--- src/hdl/nfsa_pkg.sv ---
// ----------------------------------------------------------------------------
// Next-fit slot allocator package
// Shared constants, result codes and controller state encoding.
// ----------------------------------------------------------------------------
package nfsa_pkg;

    // Flags are stored 64 to a memory word
    localparam int WORD_BITS = 64;
    localparam int BIT_W     = 6;

    typedef enum logic [1:0] {
        ST_OK    = 2'd0,
        ST_FULL  = 2'd1,
        ST_RANGE = 2'd2,
        ST_FREE  = 2'd3
    } status_t;

    typedef enum logic [4:0] {
        S_CLEAR    = 5'b00001,
        S_IDLE     = 5'b00010,
        S_SCAN     = 5'b00100,
        S_FREE_CHK = 5'b01000,
        S_DONE     = 5'b10000
    } state_t;

endpackage

--- src/hdl/nfsa_ram.sv ---
// ----------------------------------------------------------------------------
// Next-fit slot allocator RAM
// Generic simple dual-port RAM, one write and one registered read port.
// ----------------------------------------------------------------------------
module nfsa_ram #(
    parameter int WIDTH = 64,
    parameter int DEPTH = 16,
    localparam int ADDR_W = (DEPTH > 1) ? $clog2(DEPTH) : 1
)(
    input  logic              clk,
    input  logic              wr_en,
    input  logic [ADDR_W-1:0] wr_addr,
    input  logic [WIDTH-1:0]  wr_data,
    input  logic              rd_en,
    input  logic [ADDR_W-1:0] rd_addr,
    output logic [WIDTH-1:0]  rd_data
);

    logic [WIDTH-1:0] mem [DEPTH];

    always_ff @(posedge clk)
    begin
        if (wr_en)
        begin
            mem[wr_addr] <= wr_data;
        end
        if (rd_en)
        begin
            rd_data <= mem[rd_addr];
        end
    end

endmodule

--- src/hdl/next_fit_slot_allocator.sv ---
// ----------------------------------------------------------------------------
// Next-fit slot allocator
// In-use flags for a fixed pool of slots, with a next-fit search pointer and
// a count of used slots.
// ----------------------------------------------------------------------------
// The in-use flags sit in one RAM of 64-bit words, and an allocate reads one
// word per cycle from the search pointer onward, wrapping once, and visits at
// most ceil(pool/64) + 1 words, so 17 for a 1024-slot pool. One request is in
// flight at a time; a new one is taken while the last result still waits on
// the output. After reset the block clears the RAM, one word per cycle, all
// ceil(MAX_SLOTS/64) words (16 by default), and holds in_stall high meanwhile.
// Write pool_size only while no request is outstanding.
// ----------------------------------------------------------------------------
module next_fit_slot_allocator
    import nfsa_pkg::*;
#(
    parameter int MAX_SLOTS = 1024,
    localparam int SLOT_W = $clog2(MAX_SLOTS),
    localparam int CNT_W = $clog2(MAX_SLOTS + 1)
)(
    input  logic              clk,
    input  logic              rst_n,
    input  logic              cfg_we,
    input  logic [CNT_W-1:0]  cfg_wdata,
    input  logic              in_valid,
    output logic              in_stall,
    input  logic              kind,
    input  logic [SLOT_W-1:0] slot_index,
    output logic              out_valid,
    input  logic              out_stall,
    output logic [1:0]        status,
    output logic [SLOT_W-1:0] granted_slot,
    output logic [CNT_W-1:0]  used_count
);

    localparam int WORDS = (MAX_SLOTS + WORD_BITS - 1) / WORD_BITS;
    localparam int AW    = (WORDS > 1) ? $clog2(WORDS) : 1;
    localparam int SX    = AW + BIT_W;
    localparam int CW    = (SX > CNT_W) ? SX : CNT_W;
    localparam logic [WORD_BITS-1:0] ONES = '1;

    state_t            state_reg, state_next;
    logic [AW-1:0]     clr_cnt_reg, clr_cnt_next;
    logic [CNT_W-1:0]  pool_reg, pool_next;
    logic [SLOT_W-1:0] ptr_reg, ptr_next;
    logic [CNT_W-1:0]  used_reg, used_next;
    logic              chk_vld_reg, chk_vld_next;
    logic              out_valid_reg, out_valid_next;

    logic [CW-1:0]     n_reg, n_next;
    logic [SX-1:0]     start_reg, start_next;
    logic [SX-1:0]     idx_reg, idx_next;
    logic [AW-1:0]     iss_word_reg, iss_word_next;
    logic              iss_phase_reg, iss_phase_next;
    logic [AW-1:0]     chk_word_reg, chk_word_next;
    logic              chk_phase_reg, chk_phase_next;
    status_t           res_status_reg, res_status_next;
    logic [SX-1:0]     res_slot_reg, res_slot_next;
    status_t           out_status_reg, out_status_next;
    logic [SLOT_W-1:0] out_slot_reg, out_slot_next;
    logic [CNT_W-1:0]  out_used_reg, out_used_next;

    logic                 ram_we;
    logic [AW-1:0]        ram_waddr;
    logic [WORD_BITS-1:0] ram_wdata;
    logic                 ram_re;
    logic [AW-1:0]        ram_raddr;
    logic [WORD_BITS-1:0] ram_rdata;

    logic                 in_take;
    logic                 out_take;
    logic                 out_load;
    logic [CW-1:0]        n_eff;
    logic [SX-1:0]        start_eff;
    logic [SX-1:0]        idx_x;
    logic [CW-1:0]        last_slot;
    logic [AW-1:0]        last_word;
    logic [BIT_W-1:0]     last_bit;
    logic [AW-1:0]        start_word;
    logic [BIT_W-1:0]     start_bit;
    logic                 chk_term;
    logic                 iss_term;
    logic [WORD_BITS-1:0] scan_mask;
    logic [WORD_BITS-1:0] free_vec;
    logic [WORD_BITS-1:0] hit_onehot;
    logic [BIT_W-1:0]     hit_bit;
    logic [SX-1:0]        hit_slot;
    logic [CW-1:0]        hit_inc;
    logic [WORD_BITS-1:0] idx_onehot;

    nfsa_ram #(
        .WIDTH (WORD_BITS),
        .DEPTH (WORDS)
    ) u_flags (
        .clk     (clk),
        .wr_en   (ram_we),
        .wr_addr (ram_waddr),
        .wr_data (ram_wdata),
        .rd_en   (ram_re),
        .rd_addr (ram_raddr),
        .rd_data (ram_rdata)
    );

    assign in_stall     = (state_reg != S_IDLE);
    assign in_take      = in_valid && !in_stall;
    assign out_take     = out_valid_reg && !out_stall;
    assign out_load     = (state_reg == S_DONE) && (!out_valid_reg || !out_stall);
    assign out_valid    = out_valid_reg;
    assign status       = out_status_reg;
    assign granted_slot = out_slot_reg;
    assign used_count   = out_used_reg;

    // Effective pool size and search start for a new request
    always_comb
    begin
        if (pool_reg == '0)
        begin
            n_eff = CW'(1);
        end
        else if (pool_reg > CNT_W'(MAX_SLOTS))
        begin
            n_eff = CW'(MAX_SLOTS);
        end
        else
        begin
            n_eff = CW'(pool_reg);
        end
        start_eff = (CW'(ptr_reg) < n_eff) ? SX'(ptr_reg) : '0;
        idx_x     = SX'(slot_index);
    end

    assign last_slot  = n_reg - CW'(1);
    assign last_word  = last_slot[SX-1:BIT_W];
    assign last_bit   = last_slot[BIT_W-1:0];
    assign start_word = start_reg[SX-1:BIT_W];
    assign start_bit  = start_reg[BIT_W-1:0];

    // Phase 0 runs from the start word to the last word, phase 1 wraps from
    // word 0 back to the start word; with a zero start phase 1 is skipped.
    assign chk_term = chk_phase_reg ? (chk_word_reg == start_word)
                                    : ((chk_word_reg == last_word) && (start_reg == '0));
    assign iss_term = iss_phase_reg ? (iss_word_reg == start_word)
                                    : ((iss_word_reg == last_word) && (start_reg == '0));

    // Candidate bits of the word under test
    always_comb
    begin
        logic [WORD_BITS-1:0] lo_m;
        logic [WORD_BITS-1:0] hi_m;
        lo_m = ONES;
        hi_m = ONES;
        if (!chk_phase_reg)
        begin
            if (chk_word_reg == start_word)
            begin
                lo_m = ONES << start_bit;
            end
            if (chk_word_reg == last_word)
            begin
                hi_m = ONES >> (BIT_W'(WORD_BITS - 1) - last_bit);
            end
        end
        else if (chk_word_reg == start_word)
        begin
            lo_m = ~(ONES << start_bit);
        end
        scan_mask = lo_m & hi_m;
    end

    assign free_vec   = ~ram_rdata & scan_mask;
    assign hit_onehot = free_vec & (~free_vec + WORD_BITS'(1));

    always_comb
    begin
        hit_bit = '0;
        for (int i = WORD_BITS - 1; i >= 0; i--)
        begin
            if (free_vec[i])
            begin
                hit_bit = BIT_W'(i);
            end
        end
    end

    assign hit_slot   = {chk_word_reg, hit_bit};
    assign hit_inc    = CW'(hit_slot) + CW'(1);
    assign idx_onehot = WORD_BITS'(1) << idx_reg[BIT_W-1:0];

    always_comb
    begin
        state_next      = state_reg;
        clr_cnt_next    = clr_cnt_reg;
        pool_next       = pool_reg;
        ptr_next        = ptr_reg;
        used_next       = used_reg;
        chk_vld_next    = chk_vld_reg;
        out_valid_next  = out_valid_reg;
        n_next          = n_reg;
        start_next      = start_reg;
        idx_next        = idx_reg;
        iss_word_next   = iss_word_reg;
        iss_phase_next  = iss_phase_reg;
        chk_word_next   = chk_word_reg;
        chk_phase_next  = chk_phase_reg;
        res_status_next = res_status_reg;
        res_slot_next   = res_slot_reg;
        out_status_next = out_status_reg;
        out_slot_next   = out_slot_reg;
        out_used_next   = out_used_reg;
        ram_we          = 1'b0;
        ram_waddr       = chk_word_reg;
        ram_wdata       = ram_rdata;
        ram_re          = 1'b0;
        ram_raddr       = iss_word_reg;

        if (cfg_we)
        begin
            pool_next = cfg_wdata;
        end

        if (out_take)
        begin
            out_valid_next = 1'b0;
        end

        unique case (state_reg)
            S_CLEAR:
            begin
                ram_we       = 1'b1;
                ram_waddr    = clr_cnt_reg;
                ram_wdata    = '0;
                clr_cnt_next = clr_cnt_reg + AW'(1);
                if (clr_cnt_reg == AW'(WORDS - 1))
                begin
                    state_next = S_IDLE;
                end
            end

            S_IDLE:
            begin
                if (in_take)
                begin
                    n_next         = n_eff;
                    start_next     = start_eff;
                    idx_next       = idx_x;
                    iss_word_next  = start_eff[SX-1:BIT_W];
                    iss_phase_next = 1'b0;
                    chk_vld_next   = 1'b0;
                    if (kind)
                    begin
                        // fetch the flag word now, range is checked next cycle
                        ram_re     = (CW'(idx_x) < n_eff);
                        ram_raddr  = idx_x[SX-1:BIT_W];
                        state_next = S_FREE_CHK;
                    end
                    else
                    begin
                        state_next = S_SCAN;
                    end
                end
            end

            S_SCAN:
            begin
                // issue one word ahead of the one being tested
                ram_re         = 1'b1;
                ram_raddr      = iss_word_reg;
                chk_word_next  = iss_word_reg;
                chk_phase_next = iss_phase_reg;
                chk_vld_next   = 1'b1;
                if (!iss_term)
                begin
                    if (!iss_phase_reg && (iss_word_reg == last_word))
                    begin
                        iss_word_next  = '0;
                        iss_phase_next = 1'b1;
                    end
                    else
                    begin
                        iss_word_next = iss_word_reg + AW'(1);
                    end
                end

                if (chk_vld_reg)
                begin
                    if (free_vec != '0)
                    begin
                        ram_we          = 1'b1;
                        ram_waddr       = chk_word_reg;
                        ram_wdata       = ram_rdata | hit_onehot;
                        used_next       = used_reg + CNT_W'(1);
                        ptr_next        = (hit_inc >= n_reg) ? '0 : hit_inc[SLOT_W-1:0];
                        res_status_next = ST_OK;
                        res_slot_next   = hit_slot;
                        state_next      = S_DONE;
                    end
                    else if (chk_term)
                    begin
                        res_status_next = ST_FULL;
                        res_slot_next   = '0;
                        state_next      = S_DONE;
                    end
                end
            end

            S_FREE_CHK:
            begin
                res_slot_next = '0;
                state_next    = S_DONE;
                if (CW'(idx_reg) >= n_reg)
                begin
                    res_status_next = ST_RANGE;
                end
                else if ((ram_rdata & idx_onehot) == '0)
                begin
                    res_status_next = ST_FREE;
                end
                else
                begin
                    ram_we          = 1'b1;
                    ram_waddr       = idx_reg[SX-1:BIT_W];
                    ram_wdata       = ram_rdata & ~idx_onehot;
                    res_status_next = ST_OK;
                    if (used_reg != '0)
                    begin
                        used_next = used_reg - CNT_W'(1);
                    end
                end
            end

            S_DONE:
            begin
                // hold until the output register is free
                if (out_load)
                begin
                    out_valid_next  = 1'b1;
                    out_status_next = res_status_reg;
                    out_slot_next   = res_slot_reg[SLOT_W-1:0];
                    out_used_next   = used_reg;
                    state_next      = S_IDLE;
                end
            end

            default:
            begin
                state_next = S_IDLE;
            end
        endcase
    end

    always_ff @(posedge clk or negedge rst_n)
    begin
        if (!rst_n)
        begin
            state_reg     <= S_CLEAR;
            clr_cnt_reg   <= '0;
            pool_reg      <= CNT_W'(MAX_SLOTS);
            ptr_reg       <= '0;
            used_reg      <= '0;
            chk_vld_reg   <= 1'b0;
            out_valid_reg <= 1'b0;
        end
        else
        begin
            state_reg     <= state_next;
            clr_cnt_reg   <= clr_cnt_next;
            pool_reg      <= pool_next;
            ptr_reg       <= ptr_next;
            used_reg      <= used_next;
            chk_vld_reg   <= chk_vld_next;
            out_valid_reg <= out_valid_next;
        end
    end

    always_ff @(posedge clk)
    begin
        n_reg          <= n_next;
        start_reg      <= start_next;
        idx_reg        <= idx_next;
        iss_word_reg   <= iss_word_next;
        iss_phase_reg  <= iss_phase_next;
        chk_word_reg   <= chk_word_next;
        chk_phase_reg  <= chk_phase_next;
        res_status_reg <= res_status_next;
        res_slot_reg   <= res_slot_next;
        out_status_reg <= out_status_next;
        out_slot_reg   <= out_slot_next;
        out_used_reg   <= out_used_next;
    end

endmodule

--- config.mk ---
export PLATFORM = sky130hd
export DESIGN_NAME = next_fit_slot_allocator
export DESIGN_NICKNAME = d
export VERILOG_FILES = /design/src/hdl/nfsa_pkg.sv /design/src/hdl/nfsa_ram.sv /design/src/hdl/next_fit_slot_allocator.sv
export SDC_FILE = /design/constraint.sdc
export NUM_CORES = 2
export LEC_CHECK = 0
export BUFFER_PORTS_ARGS = -buffer_cell sky130_fd_sc_hd__buf_4
export CAP_MARGIN = 30
export CORE_MARGIN = 2
export CORE_UTILIZATION = 55
export DETAILED_ROUTE_END_ITERATION = 8
export GPL_TIMING_DRIVEN = 0
export PLACE_DENSITY = 0.71
export SLEW_MARGIN = 20
export SYNTH_ARGS = -nofsm -noshare
export SYNTH_HDL_FRONTEND = slang
export SYNTH_SLANG_ARGS = --single-unit
--- constraint.sdc ---
create_clock -name clk -period 17.4 [get_ports clk]
set_clock_uncertainty 0.05 [all_clocks]
set_input_delay 1.74 -clock clk [delete_from_list [all_inputs] [get_ports clk]]
set_output_delay 1.74 -clock clk [all_outputs]
set_load 0.02 [all_outputs]
# Yosys cells after proc, flatten, opt, wreduce, memory -nomap -nowiden
# Memories as Yosys holds them, arrays and structs flattened. A register that Yosys moved wholly into a read port is not among the register bits.
# Index checks and enable logic that the tools add are counted.
dict set report totals {
  input_bits 27
  ff_bits 119
  ram_bits 1024
  mem_count 1
  output_inout_bits 25
  word_cells 228
}
# memory depth width rd rd_clocked_by_memory_dff write_ports line_no
set memory_table {}
lappend memory_table {u_flags.mem 16 64 1 1 1 nfsa_ram.sv:19} ;# logic [WIDTH-1:0] mem [DEPTH];
dict set report classes {
  n_bitwise 10
  magnitude_cmp 5
  muxes 132
  addsub 8
  n_reduce_logical 27
  shift 3
  n_eq_ne 22
}
# cell count
set op_table {}
lappend op_table {{64-bit two-way mux} 9}
lappend op_table {{6-bit two-way mux} 64}
lappend op_table {{64-bit bitwise AND} 5}
lappend op_table {{64-bit NOT} 4}
lappend op_table {{64-bit one-hot mux with 3 select lines} 1}
lappend op_table {{11-bit two-way mux} 7}
lappend op_table {{64-bit by 1-bit adder with 64-bit output (second input constant)} 1}
lappend op_table {{64-bit logical NOT} 1}
lappend op_table {{64-bit OR} 1}
lappend op_table {{64-bit nonzero test} 1}
lappend op_table {{1-bit by 6-bit << shifter with 64-bit output (first input constant)} 1}
lappend op_table {{64-bit by 6-bit << shifter with 64-bit output (first input constant)} 1}
lappend op_table {{64-bit by 6-bit right shift with 64-bit output (first input constant)} 1}
lappend op_table {{10-bit two-way mux} 5}
lappend op_table {{4-bit two-way mux} 9}
lappend op_table {{5-bit two-way mux} 6}
lappend op_table {{5-bit one-hot mux with 5 select lines} 1}
lappend op_table {{10-bit by 11-bit < comparator with 1-bit output} 2}
lappend op_table {{11-bit one-hot mux with 2 select lines} 1}
lappend op_table {{2-bit inequality test (second input constant)} 10}
lappend op_table {{10-bit one-hot mux with 2 select lines} 1}
lappend op_table {{4-bit equality test} 4}
lappend op_table {{1-bit two-way mux} 16}
lappend op_table {{4-bit one-hot mux with 2 select lines} 2}
lappend op_table {{other kinds (33)} 53}

# Logic depth before layout (Yosys ltp)
dict set report logic_depth {
  depth_word 74
  mapped_depth 32
  depth_no_buf 27
}

# By module
# Synthesis repeated with hierarchy kept, for this count alone.
dict set report unflattened {
  hier_cells 3310
  area_unflattened_um2 53203.5
}
# mod instances seq_area_each_um2 cells_each area_per_inst_um2
set by_module_without_submodules {}
lappend by_module_without_submodules {nfsa_ram 1 32671.3 1647 40223.6}
lappend by_module_without_submodules {next_fit_slot_allocator 1 3360.7 1663 12979.9}

# Worst setup path before layout
# No wires, ideal clock.
dict set report synth_timing {
  path_type {register -> register}
  startpoint {reg n_reg[0]}
  endpoint {mem u_flags.mem[10][0], enable pin}
  required_time_ns 16.706
  stages_incl_launch_ff 19
  setup_time_ns 0.644
  setup_slack_ns 6.684
  path_buffers 5
  t_arrival_ns 10.022
  period_less_slack_ns 10.716
  cell_sequence {edfxtp_1 -> clkbuf_1 -> inv_1 -> ha_1 -> buf_2 -> nor3b_2 -> a21oi_1 -> o221a_2 -> buf_4 -> buf_6 -> a311oi_1 -> o21bai_1 -> nand4bb_1 -> clkbuf_1 -> or3_1 -> nor4_1 -> nor2_1 -> o22ai_1 -> nor4_1}
}
dict set report synth_via {
  elab_chain_len 13
  word_cells_on_any_way 18
  cone_classes {add/sub: 2; order compare: 1; eq/ne: 1; shift: 1; mux: 10; bitwise: 2; reduce/logical: 1}
}
# item line_no
set synth_lines {}
lappend synth_lines {{from (decl)} next_fit_slot_allocator.sv:50} ;# logic [CW-1:0] n_reg, n_next;
lappend synth_lines {{from (signal assigned)} next_fit_slot_allocator.sv:377} ;# n_reg <= n_next;
lappend synth_lines {{10-bit by 1-bit subtractor with 10-bit output} next_fit_slot_allocator.sv:132} ;# assign last_slot = n_reg - CW'(1);
lappend synth_lines {{6-bit subtractor} next_fit_slot_allocator.sv:160} ;# hi_m = ONES >> (BIT_W'(WORD_BITS - 1) - last_bit);
lappend synth_lines {{64-bit by 6-bit right shift with 64-bit output} next_fit_slot_allocator.sv:160}
lappend synth_lines {{64-bit two-way mux} next_fit_slot_allocator.sv:158} ;# if (chk_word_reg == last_word)
lappend synth_lines {{64-bit two-way mux} next_fit_slot_allocator.sv:152} ;# if (!chk_phase_reg)
lappend synth_lines {{64-bit bitwise AND} next_fit_slot_allocator.sv:167} ;# scan_mask = lo_m & hi_m;
lappend synth_lines {{64-bit bitwise AND} next_fit_slot_allocator.sv:170} ;# assign free_vec = ~ram_rdata & scan_mask;
lappend synth_lines {{64-bit nonzero test} next_fit_slot_allocator.sv:286} ;# if (free_vec != '0)
lappend synth_lines {{1-bit two-way mux} next_fit_slot_allocator.sv:286}
lappend synth_lines {{1-bit two-way mux} next_fit_slot_allocator.sv:284} ;# if (chk_vld_reg)
lappend synth_lines {{1-bit one-hot mux with 3 select lines} next_fit_slot_allocator.sv:226} ;# unique case (state_reg)
lappend synth_lines {{1-bit two-way mux} nfsa_ram.sv:23} ;# if (wr_en)
lappend synth_lines {{1-bit two-way mux (implied by the code)} nfsa_ram.sv:25} ;# mem[wr_addr] <= wr_data;
lappend synth_lines {{to (decl)} nfsa_ram.sv:19}
# Several ways; a longest one is shown, not always the timed one.

# Worst setup path in the final report
dict set report layout_timing {
  startpoint {reg n_reg[0]}
  endpoint {reg ptr_reg[9]}
}
dict set report layout_via {
  elab_chain_len 74
  word_cells_on_any_way 77
  cone_classes {add/sub: 3; order compare: 1; eq/ne: 1; shift: 1; mux: 67; bitwise: 2; reduce/logical: 2}
}
# item line_no
set layout_lines {}
lappend layout_lines {{10-bit by 1-bit subtractor with 10-bit output (*)} next_fit_slot_allocator.sv:132}
lappend layout_lines {{6-bit subtractor} next_fit_slot_allocator.sv:160}
lappend layout_lines {{64-bit by 6-bit right shift with 64-bit output} next_fit_slot_allocator.sv:160}
lappend layout_lines {{64-bit two-way mux (*)} next_fit_slot_allocator.sv:158}
lappend layout_lines {{64-bit two-way mux (*)} next_fit_slot_allocator.sv:152}
lappend layout_lines {{64-bit bitwise AND (*)} next_fit_slot_allocator.sv:167}
lappend layout_lines {{64-bit bitwise AND (*)} next_fit_slot_allocator.sv:170}
lappend layout_lines {{6-bit two-way mux (63 in a row)} next_fit_slot_allocator.sv:178} ;# if (free_vec[i])
lappend layout_lines {{6-bit two-way mux (*)} next_fit_slot_allocator.sv:178}
lappend layout_lines {{net hit_bit[0]} next_fit_slot_allocator.sv:86} ;# logic [BIT_W-1:0] hit_bit;
lappend layout_lines {{10-bit by 1-bit adder with 11-bit output (*)} next_fit_slot_allocator.sv:186} ;# assign hit_inc = CW'(hit_slot) + CW'(1);
lappend layout_lines {{11-bit >= comparator} next_fit_slot_allocator.sv:292} ;# ptr_next = (hit_inc >= n_reg) ? '0 : hit_inc[SLOT_W-1:0];
lappend layout_lines {{10-bit two-way mux (*)} next_fit_slot_allocator.sv:292}
lappend layout_lines {{to (signal assigned)} next_fit_slot_allocator.sv:368} ;# ptr_reg <= ptr_next;
lappend layout_lines {{to (decl)} next_fit_slot_allocator.sv:45} ;# logic [SLOT_W-1:0] ptr_reg, ptr_next;
# Mark *: on every way through the listed nets, which the timed path passes. The rest lies on a longest branch.
# A chain may end at the register's enable or synchronous reset.

==> qor.csv <==
stage;metric;value;unit
run_status;outcome;complete, no violations;
die;die_area;101000;sq um
yosys;ys.flop_type;edfxtp_1;
cells_and_area;final_area;62300;sq um
place;hpwlAfterDp;136;mm
yosys;synth.distinct_cells;113;
yosys;ys_ff_latch;1207;
routing;vias;36151;
routing;viasPerCell;6.73;
setup_path;critPathMaxStageDelay;0.88;ns
yosys;synth_top_area_share;0.644;
cts;path_clk_slew;0.06;ns
power_and_ir_drop;power_density;158;nW/um^2
cts;clock-sinks;1207;
timing;max_slew_margin;0.305;
cells_and_area;largest_reg_flops;1024;
routing;ant_nets;0;
place;dp_cells;5148;
cells_and_area;layout.cells.non_filler;5373;
timing;tightest_slew;1.01;ns
routing;wl_per_cell;33.5;microns
cts;cts_tree;built;
power_and_ir_drop;finalPower;9850;uW
timing;slew_viol_final;0;
timing;fmax;0.0997;GHz
place;port_buffers;51;
setup_path;slowest_stage;a2111oi_0;
cts;root_buffer;clkbuf_16;
die;start_util;0.553;
setup_path;critPathRequiredTime;18.01;ns
die;chipHeight;318;microns
yosys;syn_area_per_cell;15.4;sq um
global_route;antenna_found_initial;7;
timing;setup_viol;0;
global_route;grt_pass1_wl;258;mm
timing;min_period;10.03;ns
yosys;syn-num-nets;3605;
timing;hold_slack;0.365;ns
cts;cts_buffers;115;
die;ios;52;
setup_path;worstSetupPathType;reg2reg;
worst_hold_path;hold_class;reg2reg;
place;dpl_cell_area;58400;sq um
routing;route.detailed.drc;0;
global_route;gr-total-overflow;0;
die;coreArea;98100;sq um
yosys;synth_top_cell_by_area;edfxtp_1;
yosys;netlist_instances;3523;
setup_path;start_kind;flip-flop;
cts;cts_hold_buf;0;
global_route;grt_max_degree;44;
cts;ctsResizeCount;0;
cts;clk_path_buf_depth;3;
yosys;synth-edff-count;1164;
routing;drt_pass1_iterations;6;
place;gp_congestion;1.04;
yosys;synthTopCellsByArea;edfxtp_1 (64%), mux4_2 (11%), nand2_1 (1.9%);
timing;tns;0;ns
yosys;syn-cell-area;54300;sq um
setup_path;crit_top_cell;buf_2;
routing;first_iter_violations;4981;
yosys;synth_warnings;0;
cells_and_area;top_register;u_flags.mem;
cells_and_area;drive_gt1_frac;0.233;
power_and_ir_drop;p_leak;0.0210;uW
cells_and_area;area_growth;14.9;%
die;die_w;318;microns
routing;totalWireLength;180;mm
global_route;track_usage;0.357;
power_and_ir_drop;vdd_drop_max;129;uV
timing;hold_violations;0;
timing;timing.final.crit_share;0.577;
cts;insertion_delay;0.75;ns
global_route;grt_pass1_vias;35627;
die;rows;115;
timing;rsz0062_at_grt;no;
setup_path;cp.arrival;10.64;ns
cts;postCtsSetupBuffers;0;
yosys;async_reset_ff_frac;0.0356;
cts;htree_levels;3;
flow_run;cap_violations;0;
setup_path;endpoint_kind;flip-flop;
yosys;yosysSeqAreaShare;0.664;
cells_and_area;reg_top3;u_flags.mem (1024), u_flags.rd_data (64);
setup_path;path_max_fanout;10;
cells_and_area;final_nets;4074;
-- placed cells by master, fill, tap and decap left out, types with 54 or more instances in the layout --
cell / n
o21ai_0: 168
clkbuf_16: 115
ha_1: 54
nand2_1: 281
mux4_2: 257
buf_2: 207
and2_1: 77
a21oi_1: 130
inv_1: 74
nor2_1: 128
buf_4: 143
a31oi_1: 109
a211oi_1: 81
clkbuf_1: 146
xnor2_1: 68
edfxtp_1: 1164
-- layout make-up --
type / count / area (sq um)
clock inverters: 78 / 788
well taps: 1287 / 1610
flip-flops and latches: 1207 / 36000
fillers: 7111 / 35800
clock buffers: 132 / 2940
diodes: 1 / 2.50
repair buffers: 352 / 2380
plain buffers: 218 / 936
inverters: 78 / 293
multi-input cells: 2020 / 17300
-- synth_stat cells (54+ instances only) --
cell and instances:
edfxtp_1 1164, o21ai_0 179, xnor2_1 68, ha_1 54, inv_1 75, and2_1 77, a31oi_1 109, clkbuf_1 134
a211oi_1 82, nor2_1 129, nand2_1 281, a21oi_1 141, mux4_2 257
-- through the flow --
step / utilization / worst slack [ns]
global placement: 0.573 / -4.61
floorplan: - / 6.68
detailed placement: 0.596 / 7.77
CTS: 0.634 / 7.69
global route: 0.635 / 7.13
finish: 0.635 / 7.37
-- power by group --
group	switching, uW	internal, uW	total, uW
Clock	1100	1360	2460
Combinational	2280	1260	3540
Sequential	199	3640	3840
Total	3580	6270	9850
-- path summary, 6_finish.rpt --
| path | startpoint | to | slack [ns] | depth (start not counted) |
|---|---|---|---|---|
| worst max-delay path | n_reg[0]$_DFFE_PP_ | ptr_reg[9]$_DFFE_PN0P_ | 7.37 | 31 |
| worst min-delay path | res_slot_reg[6]$_SDFFCE_PP0P_ | granted_slot[6]$_DFFE_PP_ | 0.37 | 0 |
| worst max register to register | n_reg[0]$_DFFE_PP_ | ptr_reg[9]$_DFFE_PN0P_ | 7.37 | 31 |
| worst min register to register | res_slot_reg[6]$_SDFFCE_PP0P_ | granted_slot[6]$_DFFE_PP_ | 0.37 | 0 |
| max in group asynchronous | rst_n | used_reg[5]$_DFFE_PN0P_ | 15.88 | 1 |
| min in group asynchronous | rst_n | ptr_reg[2]$_DFFE_PN0P_ | 0.99 | 1 |
-- cells by family after synthesis --
family,count (synthesis),synth area share
flip-flops,1207,0.664
AO/OA/AOI/OAI,807,0.101
AND/OR/NAND/NOR,794,0.0743
buffers and inverters,296,0.0225
multiplexers,282,0.112
XOR/XNOR,82,0.0134
adder cells (fa/ha/maj),55,0.0128
-- metal layers --
metal  share of wire  wire length, microns  track usage  up-vias
met2            0.47                 83800        0.562     2172
met5         0.00015                    27            0        -
met1            0.39                 70500        0.498    18417
met4           0.051                  9120        0.154        4
li1                -                     -            -    15128
met3           0.093                 16800       0.0610      430
-- worst max-delay path: cells and delay by family (launching register included) --
family	cells	cell delay, ns
compound gates	15	5.04
buf+inv	7	1.64
simple gates	4	1.35
fa+ha+maj	3	0.75
xor+xnor	2	0.58
flops	1	0.54
(Power assumes the default switching activity.)
